$ cat config.mk
export PLATFORM = sky130hd
export DESIGN_NAME = json_string_unescape_utf8
export DESIGN_NICKNAME = d
export VERILOG_FILES = /design/src/design/jsu_pkg.sv /design/src/design/jsu_front.sv /design/src/design/jsu_queue.sv /design/src/design/jsu_back.sv /design/src/design/json_string_unescape_utf8.sv
export SDC_FILE = /design/constraint.sdc
export NUM_CORES = 1
export LEC_CHECK = 0
export BUFFER_PORTS_ARGS = -buffer_cell sky130_fd_sc_hd__buf_2
export CORE_UTILIZATION = 42
export DETAILED_ROUTE_END_ITERATION = 6
export PLACE_DENSITY = 0.62
export SKIP_LAST_GASP = 1
export SLEW_MARGIN = 20
export SYNTH_ARGS = -nofsm -noshare
export SYNTH_HDL_FRONTEND = slang
export SYNTH_SLANG_ARGS = --single-unit
$ cat constraint.sdc
create_clock -name clock -period 10.6 [get_ports clock]
set_input_delay 1.06 -clock clock [delete_from_list [all_inputs] [get_ports clock]]
set_output_delay 1.06 -clock clock [all_outputs]
set_load 0.01 [all_outputs]
$ cat src/design/jsu_pkg.sv
package jsu_pkg;

   // Result kinds
   localparam logic [1:0] KIND_BYTE  = 2'd0;
   localparam logic [1:0] KIND_DONE  = 2'd1;
   localparam logic [1:0] KIND_ERROR = 2'd2;

   // Default depth of the queue between the front and back parts
   localparam int QUEUE_DEPTH_DEFAULT = 4;

   // One input item
   typedef struct packed {
      logic [7:0] char_byte;
      logic       end_of_text;
   } req_type;

   // One result item
   typedef struct packed {
      logic [7:0] out_byte;
      logic [1:0] kind;
      logic       last;
   } rsp_type;

   // All results caused by one input item
   typedef struct packed {
      logic [3:0][7:0] bytes;
      logic [1:0]      last_idx;
      logic [1:0]      kind;
   } burst_type;

endpackage

$ cat src/design/jsu_front.sv
module jsu_front (
   input  logic               clock,
   input  logic               reset,
   input  logic               req_valid,
   input  jsu_pkg::req_type   req_payload,
   output logic               req_stall,
   input  logic               q_full,
   output logic               q_push,
   output jsu_pkg::burst_type q_data
);
   import jsu_pkg::*;

   typedef enum logic [6:0] {
      PH_IDLE = 7'b0000001,
      PH_STR  = 7'b0000010,
      PH_ESC  = 7'b0000100,
      PH_HEX1 = 7'b0001000,
      PH_BSL2 = 7'b0010000,
      PH_U2   = 7'b0100000,
      PH_HEX2 = 7'b1000000
   } phase_type;

   localparam logic [7:0] CH_QUOTE = 8'h22;
   localparam logic [7:0] CH_BSL   = 8'h5C;
   localparam logic [7:0] CH_SLASH = 8'h2F;
   localparam logic [7:0] CH_SPACE = 8'h20;
   localparam logic [7:0] CH_B     = 8'h62;
   localparam logic [7:0] CH_F     = 8'h66;
   localparam logic [7:0] CH_N     = 8'h6E;
   localparam logic [7:0] CH_R     = 8'h72;
   localparam logic [7:0] CH_T     = 8'h74;
   localparam logic [7:0] CH_U     = 8'h75;
   localparam logic [5:0] TAG_HIGH = 6'b110110;
   localparam logic [5:0] TAG_LOW  = 6'b110111;
   localparam logic [20:0] SUPP_BASE = 21'h10000;

   phase_type   phase_ff, phase_in;
   logic [1:0]  hex_count_ff, hex_count_in;
   logic [15:0] code_unit_ff, code_unit_in;
   logic [9:0]  high_part_ff, high_part_in;

   logic        accept;
   logic [7:0]  c;
   logic        eot;
   logic        hex_ok;
   logic [3:0]  hex_val;
   logic [15:0] cu;
   logic        do_emit;
   logic        do_fail;
   logic        do_byte;
   logic        do_done;
   logic [7:0]  byte_val;
   logic [20:0] cp;
   burst_type   enc;

   // Encode one code point as UTF-8
   function automatic burst_type utf8_encode(input logic [20:0] p);
      burst_type b;
      b = '0;
      b.kind = KIND_BYTE;
      if (p <= 21'h7F) begin
         b.bytes[0] = p[7:0];
         b.last_idx = 2'd0;
      end else if (p <= 21'h7FF) begin
         b.bytes[0] = {3'b110, p[10:6]};
         b.bytes[1] = {2'b10, p[5:0]};
         b.last_idx = 2'd1;
      end else if (p <= 21'hFFFF) begin
         b.bytes[0] = {4'b1110, p[15:12]};
         b.bytes[1] = {2'b10, p[11:6]};
         b.bytes[2] = {2'b10, p[5:0]};
         b.last_idx = 2'd2;
      end else begin
         b.bytes[0] = {5'b11110, p[20:18]};
         b.bytes[1] = {2'b10, p[17:12]};
         b.bytes[2] = {2'b10, p[11:6]};
         b.bytes[3] = {2'b10, p[5:0]};
         b.last_idx = 2'd3;
      end
      return b;
   endfunction

   assign req_stall = q_full;
   assign accept    = req_valid && !q_full;
   assign c         = req_payload.char_byte;
   assign eot       = req_payload.end_of_text;

   // Decode a hex digit
   always_comb begin
      hex_ok  = 1'b1;
      hex_val = c[3:0];
      if (c >= 8'h30 && c <= 8'h39) begin
         hex_val = c[3:0];
      end else if ((c >= 8'h61 && c <= 8'h66) || (c >= 8'h41 && c <= 8'h46)) begin
         hex_val = c[3:0] + 4'd9;
      end else begin
         hex_ok = 1'b0;
      end
   end

   assign cu = {code_unit_ff[11:0], hex_val};

   // Advance the scanner and classify the item
   always_comb begin
      phase_in     = phase_ff;
      hex_count_in = hex_count_ff;
      code_unit_in = code_unit_ff;
      high_part_in = high_part_ff;
      do_emit      = 1'b0;
      do_fail      = 1'b0;
      do_byte      = 1'b0;
      do_done      = 1'b0;
      byte_val     = c;
      cp           = {5'd0, cu};
      if (phase_ff != PH_IDLE && eot &&
          (phase_ff == PH_STR || phase_ff == PH_ESC || phase_ff == PH_HEX1 ||
           phase_ff == PH_BSL2 || phase_ff == PH_U2 || phase_ff == PH_HEX2)) begin
         do_fail = 1'b1;
      end else begin
         unique case (phase_ff)
            PH_STR: begin
               if (c == CH_QUOTE) begin
                  do_done  = 1'b1;
                  phase_in = PH_IDLE;
               end else if (c == CH_BSL) begin
                  phase_in = PH_ESC;
               end else begin
                  do_byte = 1'b1;
               end
            end
            PH_ESC: begin
               phase_in = PH_STR;
               do_byte  = 1'b1;
               priority if (c == CH_QUOTE || c == CH_BSL || c == CH_SLASH) begin
                  byte_val = c;
               end else if (c == CH_B) begin
                  byte_val = 8'h08;
               end else if (c == CH_F) begin
                  byte_val = 8'h0C;
               end else if (c == CH_N) begin
                  byte_val = 8'h0A;
               end else if (c == CH_R) begin
                  byte_val = 8'h0D;
               end else if (c == CH_T) begin
                  byte_val = 8'h09;
               end else if (c == CH_U) begin
                  do_byte      = 1'b0;
                  phase_in     = PH_HEX1;
                  hex_count_in = 2'd0;
                  code_unit_in = 16'd0;
               end else begin
                  do_byte = 1'b0;
                  do_fail = 1'b1;
               end
            end
            PH_BSL2: begin
               if (c != CH_BSL) begin
                  do_fail = 1'b1;
               end else begin
                  phase_in = PH_U2;
               end
            end
            PH_U2: begin
               if (c != CH_U) begin
                  do_fail = 1'b1;
               end else begin
                  phase_in     = PH_HEX2;
                  hex_count_in = 2'd0;
                  code_unit_in = 16'd0;
               end
            end
            PH_HEX1, PH_HEX2: begin
               if (!hex_ok) begin
                  do_fail = 1'b1;
               end else if (hex_count_ff != 2'd3) begin
                  hex_count_in = hex_count_ff + 2'd1;
                  code_unit_in = cu;
               end else begin
                  hex_count_in = 2'd0;
                  code_unit_in = 16'd0;
                  if (phase_ff == PH_HEX1) begin
                     if (cu[15:10] == TAG_HIGH) begin
                        high_part_in = cu[9:0];
                        phase_in     = PH_BSL2;
                     end else if (cu[15:10] == TAG_LOW) begin
                        do_fail = 1'b1;
                     end else begin
                        phase_in = PH_STR;
                        do_emit  = 1'b1;
                     end
                  end else begin
                     if (cu[15:10] != TAG_LOW) begin
                        do_fail = 1'b1;
                     end else begin
                        cp           = {1'b0, high_part_ff, cu[9:0]} + SUPP_BASE;
                        high_part_in = 10'd0;
                        phase_in     = PH_STR;
                        do_emit      = 1'b1;
                     end
                  end
               end
            end
            default: begin
               // idle, and any stray code treated as idle
               phase_in     = PH_IDLE;
               hex_count_in = 2'd0;
               code_unit_in = 16'd0;
               high_part_in = 10'd0;
               if (!eot) begin
                  if (c == CH_QUOTE) begin
                     phase_in = PH_STR;
                  end else if (!(c == CH_SPACE || (c >= 8'h09 && c <= 8'h0D))) begin
                     do_fail = 1'b1;
                  end
               end
            end
         endcase
      end
      if (do_fail) begin
         phase_in     = PH_IDLE;
         hex_count_in = 2'd0;
         code_unit_in = 16'd0;
         high_part_in = 10'd0;
      end
   end

   assign enc = utf8_encode(cp);

   // Build the queue entry
   always_comb begin
      q_data = '0;
      if (do_emit) begin
         q_data = enc;
      end else if (do_byte) begin
         q_data.bytes[0] = byte_val;
         q_data.kind     = KIND_BYTE;
      end else if (do_done) begin
         q_data.kind = KIND_DONE;
      end else begin
         q_data.kind = KIND_ERROR;
      end
   end

   assign q_push = accept && (do_emit || do_byte || do_done || do_fail);

   // Hold scanner state
   always_ff @(posedge clock) begin
      if (reset) begin
         phase_ff     <= PH_IDLE;
         hex_count_ff <= 2'd0;
         code_unit_ff <= 16'd0;
         high_part_ff <= 10'd0;
      end else if (accept) begin
         phase_ff     <= phase_in;
         hex_count_ff <= hex_count_in;
         code_unit_ff <= code_unit_in;
         high_part_ff <= high_part_in;
      end
   end

endmodule

$ cat src/design/jsu_queue.sv
module jsu_queue #(
   parameter int DEPTH = jsu_pkg::QUEUE_DEPTH_DEFAULT
) (
   input  logic               clock,
   input  logic               reset,
   input  logic               push,
   input  jsu_pkg::burst_type push_data,
   output logic               full,
   input  logic               pop,
   output logic               not_empty,
   output jsu_pkg::burst_type head
);
   import jsu_pkg::*;

   localparam int PTR_W = (DEPTH > 1) ? $clog2(DEPTH) : 1;
   localparam int CNT_W = $clog2(DEPTH + 1);
   localparam logic [PTR_W-1:0] PTR_LAST = PTR_W'(DEPTH - 1);
   localparam logic [CNT_W-1:0] CNT_FULL = CNT_W'(DEPTH);

   burst_type        mem [DEPTH];
   logic [PTR_W-1:0] wr_ptr_ff, wr_ptr_in;
   logic [PTR_W-1:0] rd_ptr_ff, rd_ptr_in;
   logic [CNT_W-1:0] count_ff, count_in;
   logic             do_push;
   logic             do_pop;

   assign full      = (count_ff == CNT_FULL);
   assign not_empty = (count_ff != '0);
   assign head      = mem[rd_ptr_ff];
   assign do_push   = push && !full;
   assign do_pop    = pop && not_empty;

   // Advance pointers with wrap
   always_comb begin
      wr_ptr_in = wr_ptr_ff;
      rd_ptr_in = rd_ptr_ff;
      count_in  = count_ff;
      if (do_push) begin
         wr_ptr_in = (wr_ptr_ff == PTR_LAST) ? '0 : wr_ptr_ff + 1'b1;
      end
      if (do_pop) begin
         rd_ptr_in = (rd_ptr_ff == PTR_LAST) ? '0 : rd_ptr_ff + 1'b1;
      end
      if (do_push && !do_pop) begin
         count_in = count_ff + 1'b1;
      end else if (do_pop && !do_push) begin
         count_in = count_ff - 1'b1;
      end
   end

   always_ff @(posedge clock) begin
      if (reset) begin
         wr_ptr_ff <= '0;
         rd_ptr_ff <= '0;
         count_ff  <= '0;
      end else begin
         wr_ptr_ff <= wr_ptr_in;
         rd_ptr_ff <= rd_ptr_in;
         count_ff  <= count_in;
      end
   end

   // Store entries
   always_ff @(posedge clock) begin
      if (do_push) begin
         mem[wr_ptr_ff] <= push_data;
      end
   end

endmodule

$ cat src/design/jsu_back.sv
module jsu_back (
   input  logic               clock,
   input  logic               reset,
   input  logic               q_not_empty,
   input  jsu_pkg::burst_type q_head,
   output logic               q_pop,
   output logic               rsp_valid,
   input  logic               rsp_stall,
   output jsu_pkg::rsp_type   rsp_payload
);
   import jsu_pkg::*;

   logic       rsp_valid_ff, rsp_valid_in;
   rsp_type    rsp_ff, rsp_in;
   logic [1:0] idx_ff, idx_in;
   logic       load;
   logic       at_last;

   assign load    = !rsp_valid_ff || !rsp_stall;
   assign at_last = (idx_ff == q_head.last_idx);
   assign q_pop   = load && q_not_empty && at_last;

   // Walk the bytes of the head entry, one result per cycle while rsp_stall is low
   always_comb begin
      rsp_valid_in = rsp_valid_ff;
      rsp_in       = rsp_ff;
      idx_in       = idx_ff;
      if (load) begin
         rsp_valid_in     = q_not_empty;
         rsp_in.out_byte  = q_head.bytes[idx_ff];
         rsp_in.kind      = q_head.kind;
         rsp_in.last      = at_last;
         if (q_not_empty) begin
            idx_in = at_last ? 2'd0 : idx_ff + 2'd1;
         end
      end
   end

   always_ff @(posedge clock) begin
      if (reset) begin
         rsp_valid_ff <= 1'b0;
         idx_ff       <= 2'd0;
      end else begin
         rsp_valid_ff <= rsp_valid_in;
         idx_ff       <= idx_in;
      end
   end

   // Hold the output item
   always_ff @(posedge clock) begin
      rsp_ff <= rsp_in;
   end

   assign rsp_valid   = rsp_valid_ff;
   assign rsp_payload = rsp_ff;

endmodule

$ cat src/design/json_string_unescape_utf8.sv
// JSON string unescaper with UTF-8 output.
// req channel: one text byte per item (char_byte), or an end-of-text marker
// (end_of_text). Whitespace before an opening quote is skipped; string bytes
// pass through; escapes and \uXXXX (with surrogate pairs) are decoded.
// rsp channel: result items with kind byte, done (closing quote) or error;
// last marks the final result caused by one req item. After an error the
// bytes already delivered for that string should be dropped by the user.
// Path: the results of an accepted item are written into the queue, then the
// output register presents them, one result per cycle while rsp_stall is low.
// Throughput: one req item per cycle while req_stall is low. Each code point
// yields one result per UTF-8 byte (up to four); the queue between the scanner
// and the output serializer (QUEUE_DEPTH entries) absorbs these bursts, and
// req_stall rises only when that queue is full.
// Reset: synchronous, active high; the scanner returns to idle and the queue
// and output register empty.
// rsp_stall holds the output register; the scanner keeps taking items until
// the queue fills.
module json_string_unescape_utf8 #(
   parameter int QUEUE_DEPTH = jsu_pkg::QUEUE_DEPTH_DEFAULT
) (
   input  logic             clock,
   input  logic             reset,
   input  logic             req_valid,
   output logic             req_stall,
   input  jsu_pkg::req_type req_payload,
   output logic             rsp_valid,
   input  logic             rsp_stall,
   output jsu_pkg::rsp_type rsp_payload
);
   import jsu_pkg::*;

   logic      q_full;
   logic      q_push;
   logic      q_pop;
   logic      q_not_empty;
   burst_type q_data;
   burst_type q_head;

   jsu_front u_front (
      .clock       (clock),
      .reset       (reset),
      .req_valid   (req_valid),
      .req_payload (req_payload),
      .req_stall   (req_stall),
      .q_full      (q_full),
      .q_push      (q_push),
      .q_data      (q_data)
   );

   jsu_queue #(
      .DEPTH (QUEUE_DEPTH)
   ) u_queue (
      .clock     (clock),
      .reset     (reset),
      .push      (q_push),
      .push_data (q_data),
      .full      (q_full),
      .pop       (q_pop),
      .not_empty (q_not_empty),
      .head      (q_head)
   );

   jsu_back u_back (
      .clock       (clock),
      .reset       (reset),
      .q_not_empty (q_not_empty),
      .q_head      (q_head),
      .q_pop       (q_pop),
      .rsp_valid   (rsp_valid),
      .rsp_stall   (rsp_stall),
      .rsp_payload (rsp_payload)
   );

endmodule
== After elaboration in Yosys (flattened, before gate mapping) ==
Memories as Yosys holds them, arrays and structs flattened. A register that Yosys moved wholly into a read port is not among the register bits.
Cells that the tools add are included.
Word-level totals
  flip-flop bits (word level): 52
  bits in latches: 0
  RAM bits: 144
  ROM bits: 0
  input port bits: 13
  output and inout bits: 13
  logic and storage cells: 258
  memories kept: 1
Operators by class
  $add $sub $neg: 8
  multipliers: 0
  div/mod/pow operators: 0
  $lt $le $gt $ge: 12
  eq/ne operators: 45
  shifts and indexed selects: 0
  multiplexer cells: 139
  bitwise logic cells: 0
  reductions and logical operators: 41
Memories
  u_queue.mem: words 4, bits a word 36, read ports 1, clocked after Yosys merged registers in 1, write ports 1, RTL line jsu_queue.sv:20  | burst_type mem [DEPTH];
Operator list (number)
  $mux W12: 12
  $mux W7: 19
  $mux W21: 6
  $mux W8: 12
  $mux W10: 8
  $mux W24: 3
  $eq A8 B7 Y1 const B: 7
  $pmux W12 S4: 1
  $mux W2: 22
  $mux W1: 43
  $pmux W7 S5: 1
  $ne A3 B2 Y1 const B: 10
  $eq A8 B6 Y1 const B: 3
  $add A20 B17 Y21 const B: 1
  $le A21 B11 Y1 const B: 1
  $le A21 B16 Y1 const B: 1
  $le A21 B7 Y1 const B: 1
  $pmux W10 S2: 1
  $mux W18: 1
  $bmux W8 S2: 1
  $ge A8 B7 Y1 const B: 2
  $le A8 B7 Y1 const B: 2
  $mux W16: 1
  $ne A8 B7 Y1 const B: 2
  other kinds (43): 84

== Depth between registers and ports, before layout ==
Gate-level depths: netlist of the first run.
  word-level depth: 18
  depth in mapped cells: 14
  gate-level depth less buffers: 14

== Hierarchy ==
From an unflattened synthesis of the first run, not the netlist that was laid out.
Unflattened totals
  cells, all modules: 676
  area, all modules: 9331.4 µm²
Modules (own cells, without submodules)
  jsu_queue: times used 1, cells each 238, area an instance 5700.5 µm², seq. area each 4504.3 µm²
  jsu_front: times used 1, cells each 395, area an instance 2915.3 µm², seq. area each 620.6 µm²
  jsu_back: times used 1, cells each 43, area an instance 715.7 µm², seq. area each 390.4 µm²

== Least setup slack after synthesis of the first run ==
No wires, ideal clock.
  path kind: input-to-reg
  start point: input port req_payload[1] (netlist name)
  end point: register u_queue.count_ff[2]
  library setup time: 71 ps
  arrival: 4292 ps
  data required time: 10529 ps
  setup slack: 6237 ps
  cell stages on the path: 14
  buffers on the path: 0
  cells stage by stage: inv_1 > ha_1 > or3b_4 > a311oi_2 > nor3_1 > a2111oi_4 > nand2_4 > o311a_4 > ha_1 > inv_1 > fa_1 > xor2_1 > or3_1 > a21oi_1
Between the ends
  longest elaborated chain between the ends: 17
  elaborated cells between the ends (all ways): 71
  those cells by class: order compare: 8; eq/ne: 12; mux: 34; reduce/logical: 17
RTL lines
  start: declaration: RTL line json_string_unescape_utf8.sv:25  | input jsu_pkg::req_type req_payload,
  $eq A8 B7 Y1: RTL line jsu_front.sv:144  | end else if (c == CH_T) begin
  $mux W1: RTL line jsu_front.sv:144
  $mux W1: RTL line jsu_front.sv:142  | end else if (c == CH_R) begin
  $mux W1: RTL line jsu_front.sv:140  | end else if (c == CH_N) begin
  $mux W1: RTL line jsu_front.sv:138  | end else if (c == CH_F) begin
  $mux W1: RTL line jsu_front.sv:136  | end else if (c == CH_B) begin
  $mux W1: RTL line jsu_front.sv:134  | priority if (c == CH_QUOTE || c == CH_BSL || c == CH_SLASH) begin
  $pmux W1 S2: RTL line jsu_front.sv:120  | unique case (phase_ff)
  $mux W1: RTL line jsu_front.sv:115  | if (phase_ff != PH_IDLE && eot &&
  $logic_or A1 B1 Y1 (2 in series): RTL line jsu_front.sv:244  | assign q_push = accept && (do_emit || do_byte || do_done || do_fail);
  $logic_or A1 B1 Y1 (*): RTL line jsu_front.sv:244
  $logic_and A1 B1 Y1 (*): RTL line jsu_front.sv:244
  $logic_and A1 B1 Y1 (*): RTL line jsu_queue.sv:30  | assign do_push = push && !full;
  via u_queue.do_push: RTL line jsu_queue.sv:24  | logic do_push;
  $logic_not A1 Y1: RTL line jsu_queue.sv:46  | end else if (do_pop && !do_push) begin
  $logic_and A1 B1 Y1: RTL line jsu_queue.sv:46
  $reduce_bool A2 Y1 (no line)
  end signal: assignment: RTL line jsu_queue.sv:59  | count_ff <= count_in;
  end: declaration: RTL line jsu_queue.sv:23  | logic [CNT_W-1:0] count_ff, count_in;
The timed path passes the listed nets; every way through them passes the cells marked *.
A chain may end at the register's enable or synchronous reset.

==> results by group, run 1 <==
Status
  – Status: completed

Place
  – Post-DP HPWL: 13700 µm
  – Final GP Congestion: 0.938
  – Port bufs: 25
  – Post-Place Cells: 902

Setup path
  – Worst R2R Start: u_front.phase_ff[1]
  – Crit-path slowest cell: nand4_1
  – Max incr delay on CP: 0.79 ns
  – Critical Path Start: req_payload[1]
  – Buffers & Inverters on Critical Path: 3
  – Crit path max-delay family: compound AO/OA/AOI/OAI gates
  – Critical Path Source Type: input pin
  – Worst path cell trace: buf_2 -> inv_1 -> ha_1 -> o21bai_1 -> a2111oi_4 -> a21oi_1 -> o41ai_2 -> nand4_1 -> o31ai_4 -> inv_2 -> a221o_1
  – Kind of critical path: input pin to register
  – Crit. End Element: register
  – Crit Path Max Fanout: 20
  – Worst Path Required: 10.77 ns
  – Critical path arrival: 4.83 ns

Detailed routing
  – DR pass1 iterations: 5
  – DRT Wirelength: 20400 µm
  – Via/cell ratio: 6.06
  – DRC viols: 0
  – Initial DRC count: 538
  – Routed len/inst: 21.9 µm
  – Final ANT Viol Nets: 0
  – Via count: 5661

Synthesis
  – Synth cell count leaders: 139 x edfxtp_1, 43 x dfxtp_1, 38 x mux4_2, 37 x nand2_1, 34 x nor2_1
  – Share of Yosys cell area claimed by the top area cell type: 48.0%
  – Post-Syn Nets: 666
  – Largest cells by area after synthesis: edfxtp_1 48%, dfxtp_1 9.9%, mux4_2 9.8%
  – Seq/Total Area, Yosys: 57.9%
  – Distinct cells, synth: 80
  – Count leader, synth: edfxtp_1
  – Mapped cell area: 8690 µm²
  – Yosys warning count: 0
  – Asr flop ratio synth: 0%
  – Dominant cell type by area after synthesis: edfxtp_1
  – Top FF cell, synth: edfxtp_1
  – Gate Count Post-Synth: 639
  – EDFF count, synth: 139
  – Seq cells post-synth: 182
  – Syn_area_per_cell: 13.6 µm²

STA
  – Fmax: 214 MHz
  – Max Slew Vio Count: 0
  – Clk_skew: 0.0107 ns
  – Final hold viol count: 0
  – Max-slew headroom: 34.1%
  – Final Critical Period: 4.67 ns
  – Final setup viols: 0
  – Final worst path period share: 44.0%
  – RSZ-0062 raised after global routing: no
  – Least-Margin Pin Slew: 0.981 ns
  – Final setup TNS: 0 ns

Flow run
  – Max-cap violations: 0

Die
  – Initial Utilization: 43.0%
  – Row count: 52
  – Core footprint: 20200 µm²
  – Area of the die: 21300 µm²
  – Die Ht: 146 µm
  – Chip Width: 146 µm
  – I/O pin count: 26

Layout
  – Nets: 678
  – Layout area overhead: 10.9%
  – Share of layout cells above drive strength 1: 18.7%
  – Non-filler cells, final: 934
  – # diodes: 0
  – # fillers: 1760
  – Area of the multi-input gates: 3460 µm²
  – Sequential cell area: 5040 µm²

Clock network
  – Clock latency on the worst-skew pair: 0.44 ns
  – Post-CTS setup buffer count: 0
  – Root Driver: clkbuf_16
  – H-tree Lvls: 4
  – Total CTS buffers: 17
  – CTS tree: done
  – PostCTS Resize Cnt: 0
  – Num Clock Sinks: 182
  – Reg clk slew, reported paths: 0.06 ns
  – Hold Buf Count CTS: 0
  – Max clock buf depth: 2

Global routing
  – Vias in the first global route: 5698
  – First-pass GRT wire length: 32600 µm
  – Pin count of the biggest net entering global routing: 35
  – Initial antenna violation count: 0
  – Overall Global Routing Usage: 20.3%
  – GRT overflow: 0

Worst hold path
  – Type of the worst min-delay path: register to register
  – Hold Path Origin: u_front.high_part_ff[2]

Pwr
  – Cell area power density: 181 nW/µm²
  – Peak VDD IR: 0.108 mV
  – Leak Pwr: 3.21 nW
-- cells by family (layout without fill, tap and decap cells) --
family	after synthesis	in the layout	share of synthesized area, %
and+or+nand+nor	183	183	11.4
DFF	182	182	57.9
AOI/OAI and AO/OA	145	145	13.6
muxes	53	53	11.7
buffers and inverters	53	78	2.37
adders and majority gates	14	14	2.10
xor gates and xnor gates	9	9	0.907
-- layout by cell type (no fill, tap or decap), types with 10 or more instances in the layout --
cell type / instances
and2_1: 13
nand2_1: 37
nand3_1: 24
clkbuf_16: 17
a21oi_1: 26
mux4_2: 38
ha_1: 13
dfxtp_1: 42
a22o_1: 16
buf_2: 25
nor3_1: 15
edfxtp_1: 139
mux2i_1: 10
nor2_1: 34
o21ai_1: 14
inv_1: 11
-- metrics by stage --
| step | total power [W] | utilization [%] | hold slack [ns] | instance area (µm²) | setup slack, ns |
|---|---|---|---|---|---|
| final | 0.00174 | 47.7 | 0.462 | 9640 | 5.93 |
| after floorplan | 0.00108 | - | 0.436 | 8690 | 6.24 |
| after detailed placement | 0.00117 | 44.8 | 0.458 | 9060 | 5.37 |
| after global placement | 0.00116 | 44.8 | 0.452 | 9060 | 5.66 |
| after CTS | 0.00176 | 47.6 | 0.467 | 9630 | 5.82 |
| after global routing | 0.00182 | 47.7 | 0.489 | 9640 | 5.67 |
-- final timing paths --
kind	to	slack, ns	cells after the start
min	u_front.high_part_ff[2]	0.46	2
min reg2reg	u_front.high_part_ff[2]	0.46	2
max	u_queue.mem[1][10]	5.93	11
max reg2reg	u_queue.mem[2][15]	6.22	7
-- sequential cells by signal (all words and copies together) (netlist names), 3 cells and up, named ones only --
name	count
u_front.phase_ff	7
u_back.rsp_payload	11
u_queue.mem	128
u_front.high_part_ff	10
u_front.code_unit_ff	12
u_queue.count_ff	3
-- worst min-delay path: cells and delay by family (launching register included) --
| kind | cells | cell delay (ns) |
|---|---|---|
| DFF | 1 | 0.32 |
| and+or+nand+nor | 1 | 0.06 |
| AOI/OAI and AO/OA | 1 | 0.05 |
-- layout make-up --
class / count / share of cell area [%]
Sequential cell: 182 / 52.2
Multi-Input combinational cell: 404 / 35.9
Clock buffer: 18 / 4.45
Tap cell: 270 / 3.50
Timing Repair Buffer: 33 / 1.92
Clock inverter: 14 / 1.49
Inverter: 13 / 0.506
-- where the power goes --
group	switching [W]	leakage, nW	internal (W)	total [W]
sequential	0.0000270	1.70	0.000817	0.000844
clock	0.000288	0.275	0.000311	0.000600
combinational	0.000158	1.23	0.000141	0.000299
total	0.000473	3.21	0.00127	0.00174
-- metal layers --
layer,track usage [%],up-vias,part of all wire [%]
met1,25.8,2868,43
met5,0,-,0
met3,4.55,34,5.1
met4,8.05,0,2.8
met2,33.5,175,49
li1,-,2584,-
No activity file was read; power rests on OpenSTA's default activity.
==> run 2: changes to the inputs <==
--- a/config.mk
+++ b/config.mk
@@ -8,7 +8,7 @@
 export BUFFER_PORTS_ARGS = -buffer_cell sky130_fd_sc_hd__buf_2
 export CORE_UTILIZATION = 42
 export DETAILED_ROUTE_END_ITERATION = 6
-export PLACE_DENSITY = 0.62
+export PLACE_DENSITY = 0.64
 export SKIP_LAST_GASP = 1
 export SLEW_MARGIN = 20
 export SYNTH_ARGS = -nofsm -noshare
==> constraint.sdc (replaced) <==
create_clock -name clock -period 4.1 [get_ports clock]
set_input_delay 0.41 -clock clock [delete_from_list [all_inputs] [get_ports clock]]
set_output_delay 0.41 -clock clock [all_outputs]
set_load 0.01 [all_outputs]
==> run 2 against run 1 <==
- non-clock buffer count grew 22
- final area grew 1.7%
- critical path depth fell by 2
- hold slack worse by 0.050 ns
- clock skew fell by 0.0016 ns
- die area did not move
- clock power increased to 2.7 times the previous value
- combinational power increased to 2.7 times the previous value
- sequential power grew to 2.6 times the previous value
- flip-flop and latch count unchanged
- core utilization is 0.80 points higher
- largest power group unchanged
==> results by group, run 2 (synthesized netlist as in run 1, its figures left out) <==
STA
  – Clk_skew: 0.00911 ns (-0.00164 ns)
  – Final worst path period share: 92.0%
  – Max Slew Vio Count: 0 (unchanged)
  – RSZ-0062 raised after global routing: no
  – Least-Margin Pin Slew: 0.730 ns (-0.251 ns)
  – Final setup TNS: 0 ns (unchanged)
  – Final hold viol count: 0 (unchanged)
  – Max-slew headroom: 50.1% (+16 points)
  – Final Critical Period: 3.77 ns
  – Final setup viols: 0 (unchanged)
  – Fmax: 265 MHz
  – Setup WS post-layout: 0.328 ns (-5.60 ns)

Die
  – Chip Width: 146 µm (unchanged)
  – Die Ht: 146 µm (unchanged)
  – Area of the die: 21300 µm² (unchanged)
  – I/O pin count: 26 (unchanged)
  – Row count: 52 (unchanged)
  – Initial Utilization: 43.0% (unchanged)
  – Core footprint: 20200 µm² (unchanged)

Place
  – Post-DP HPWL: 13500 µm (-1.6%)
  – Final GP Congestion: 0.938 (unchanged)
  – Post-Place Cell Area: 9230 µm² (+1.8%)
  – Port bufs: 25 (unchanged)
  – Pre-CTS setup slack: 0.165 ns (-5.21 ns)

Pwr
  – Peak VDD IR: 0.300 mV (+180%)
  – Cell area power density: 466 nW/µm² (+160%)
  – Final Total Pwr: 0.00457 W (+160%)
  – Leak Pwr: 3.32 nW (+3.6%)

Layout
  – Final Core Density: 48.5% (+0.80 points)
  – Largest Register: u_queue.mem
  – Most frequent cells in the layout: 139 x edfxtp_1, 42 x dfxtp_1, 38 x mux4_2, 37 x nand2_1, 34 x nor2_1
  – Final instance area: 9810 µm² (+1.7%)
  – Nets: 700 (+3.2%)
  – Share of layout cells above drive strength 1: 21.0% (+2.3 points)
  – Layout area overhead: 12.8%
  – Max reg flops: 128 (unchanged)
  – # diodes: 0 (unchanged)
  – Commonest non-fill, non-tap cell in the layout: edfxtp_1
  – # fillers: 1754 (-0.34%)

Setup path
  – Crit Path Max Fanout: 17 (-15%)
  – Kind of critical path: register to register
  – Crit. End Element: register
  – Critical Path Source Type: register
  – Worst Path Required: 4.39 ns (-6.38 ns)
  – Critical path arrival: 4.06 ns (-0.77 ns)

Detailed routing
  – Initial DRC count: 483 (-10%)
  – DRT Wirelength: 20000 µm (-2.1%)
  – Routed len/inst: 20.9 µm (-4.3%)
  – Final ANT Viol Nets: 0 (unchanged)
  – DR pass1 iterations: 7 (+2)
  – Via/cell ratio: 5.90 (-2.6%)
  – Via count: 5644 (-0.30%)
  – DRC viols: 0 (unchanged)

Clock network
  – H-tree Lvls: 4 (unchanged)
  – Max clock buf depth: 2 (unchanged)
  – Root Driver: clkbuf_16
  – Post-CTS setup buffer count: 0 (unchanged)
  – Total CTS buffers: 17 (unchanged)
  – Num Clock Sinks: 182 (unchanged)
  – Clock latency on the worst-skew pair: 0.43 ns (about the same)
  – CTS tree: done
  – Reg clk slew, reported paths: 0.07 ns (about the same)
  – PostCTS Resize Cnt: 0 (unchanged)
  – Hold Buf Count CTS: 0 (unchanged)

Status
  – Status: completed

Global routing
  – Pin count of the biggest net entering global routing: 33 (-5.7%)
  – First-pass GRT wire length: 31900 µm (-2.1%)
  – GRT overflow: 0 (unchanged)
  – Initial antenna violation count: 0 (unchanged)
  – Overall Global Routing Usage: 19.6% (-0.68 points)
  – Vias in the first global route: 5749 (+0.90%)

Flow run
  – Max-cap violations: 0 (unchanged)

Worst hold path
  – Type of the worst min-delay path: input pin to register
-- run 2: worst max-delay path, stage by stage (launching register included) --
cell	delay (ns)
dfxtp_1	0.37
nor3_1	0.46
nand4_1	0.48
nor2_1	0.43
nand3_1	0.33
inv_2	0.30
buf_4	0.27
a211oi_1	0.06
a2111oi_0	0.67
buf_4	0.25
-- run 2: final cells by class --
cell class	instances	area [µm²]	share of cell area, %
sequential	182	5040	51.4
multi-input combinational	404	3450	35.2
timing repair buffer	55	350	3.57
clock buffer	19	433	4.41
inverter	13	48.8	0.498
tap	270	338	3.44
clock inverter	13	149	1.52
-- run 2: worst paths after layout --
kind                                start                 endpoint  slack (ns)  depth (start not counted)
setup reg to reg      u_front.phase_ff[1]       u_queue.mem[2][12]        0.33                          9
hold reg to reg   u_front.high_part_ff[2]  u_front.high_part_ff[2]        0.47                          2
hold / removal                      reset      u_queue.count_ff[1]        0.41                          2
setup / recovery      u_front.phase_ff[1]       u_queue.mem[2][12]        0.33                          9
-- run 2: through the flow --
stage                     std cells  hold slack [ns]
after floorplan                 639            0.436
after CTS                       956            0.395
after global placement          924            0.453
after detailed placement        924            0.458
after global routing            956            0.407
final                           956            0.412
-- run 2: power breakdown --
group / internal, W / total [W] / switching, W / leakage (nW)
logic: 0.000374 / 0.000800 / 0.000426 / 1.34
clock network: 0.000907 / 0.00161 / 0.000700 / 0.277
registers: 0.00211 / 0.00216 / 0.0000456 / 1.70
total: 0.00339 / 0.00457 / 0.00117 / 3.32
-- run 2: routing by layer --
metal / vias to the layer above / routed length [µm] / GRT usage [%]
li1: 2625 / - / -
met1: 2804 / 8930 / 25.7
met2: 180 / 9640 / 32.4
met3: 35 / 945 / 3.86
met4: 0 / 477 / 6.84
met5: - / 0 / 0
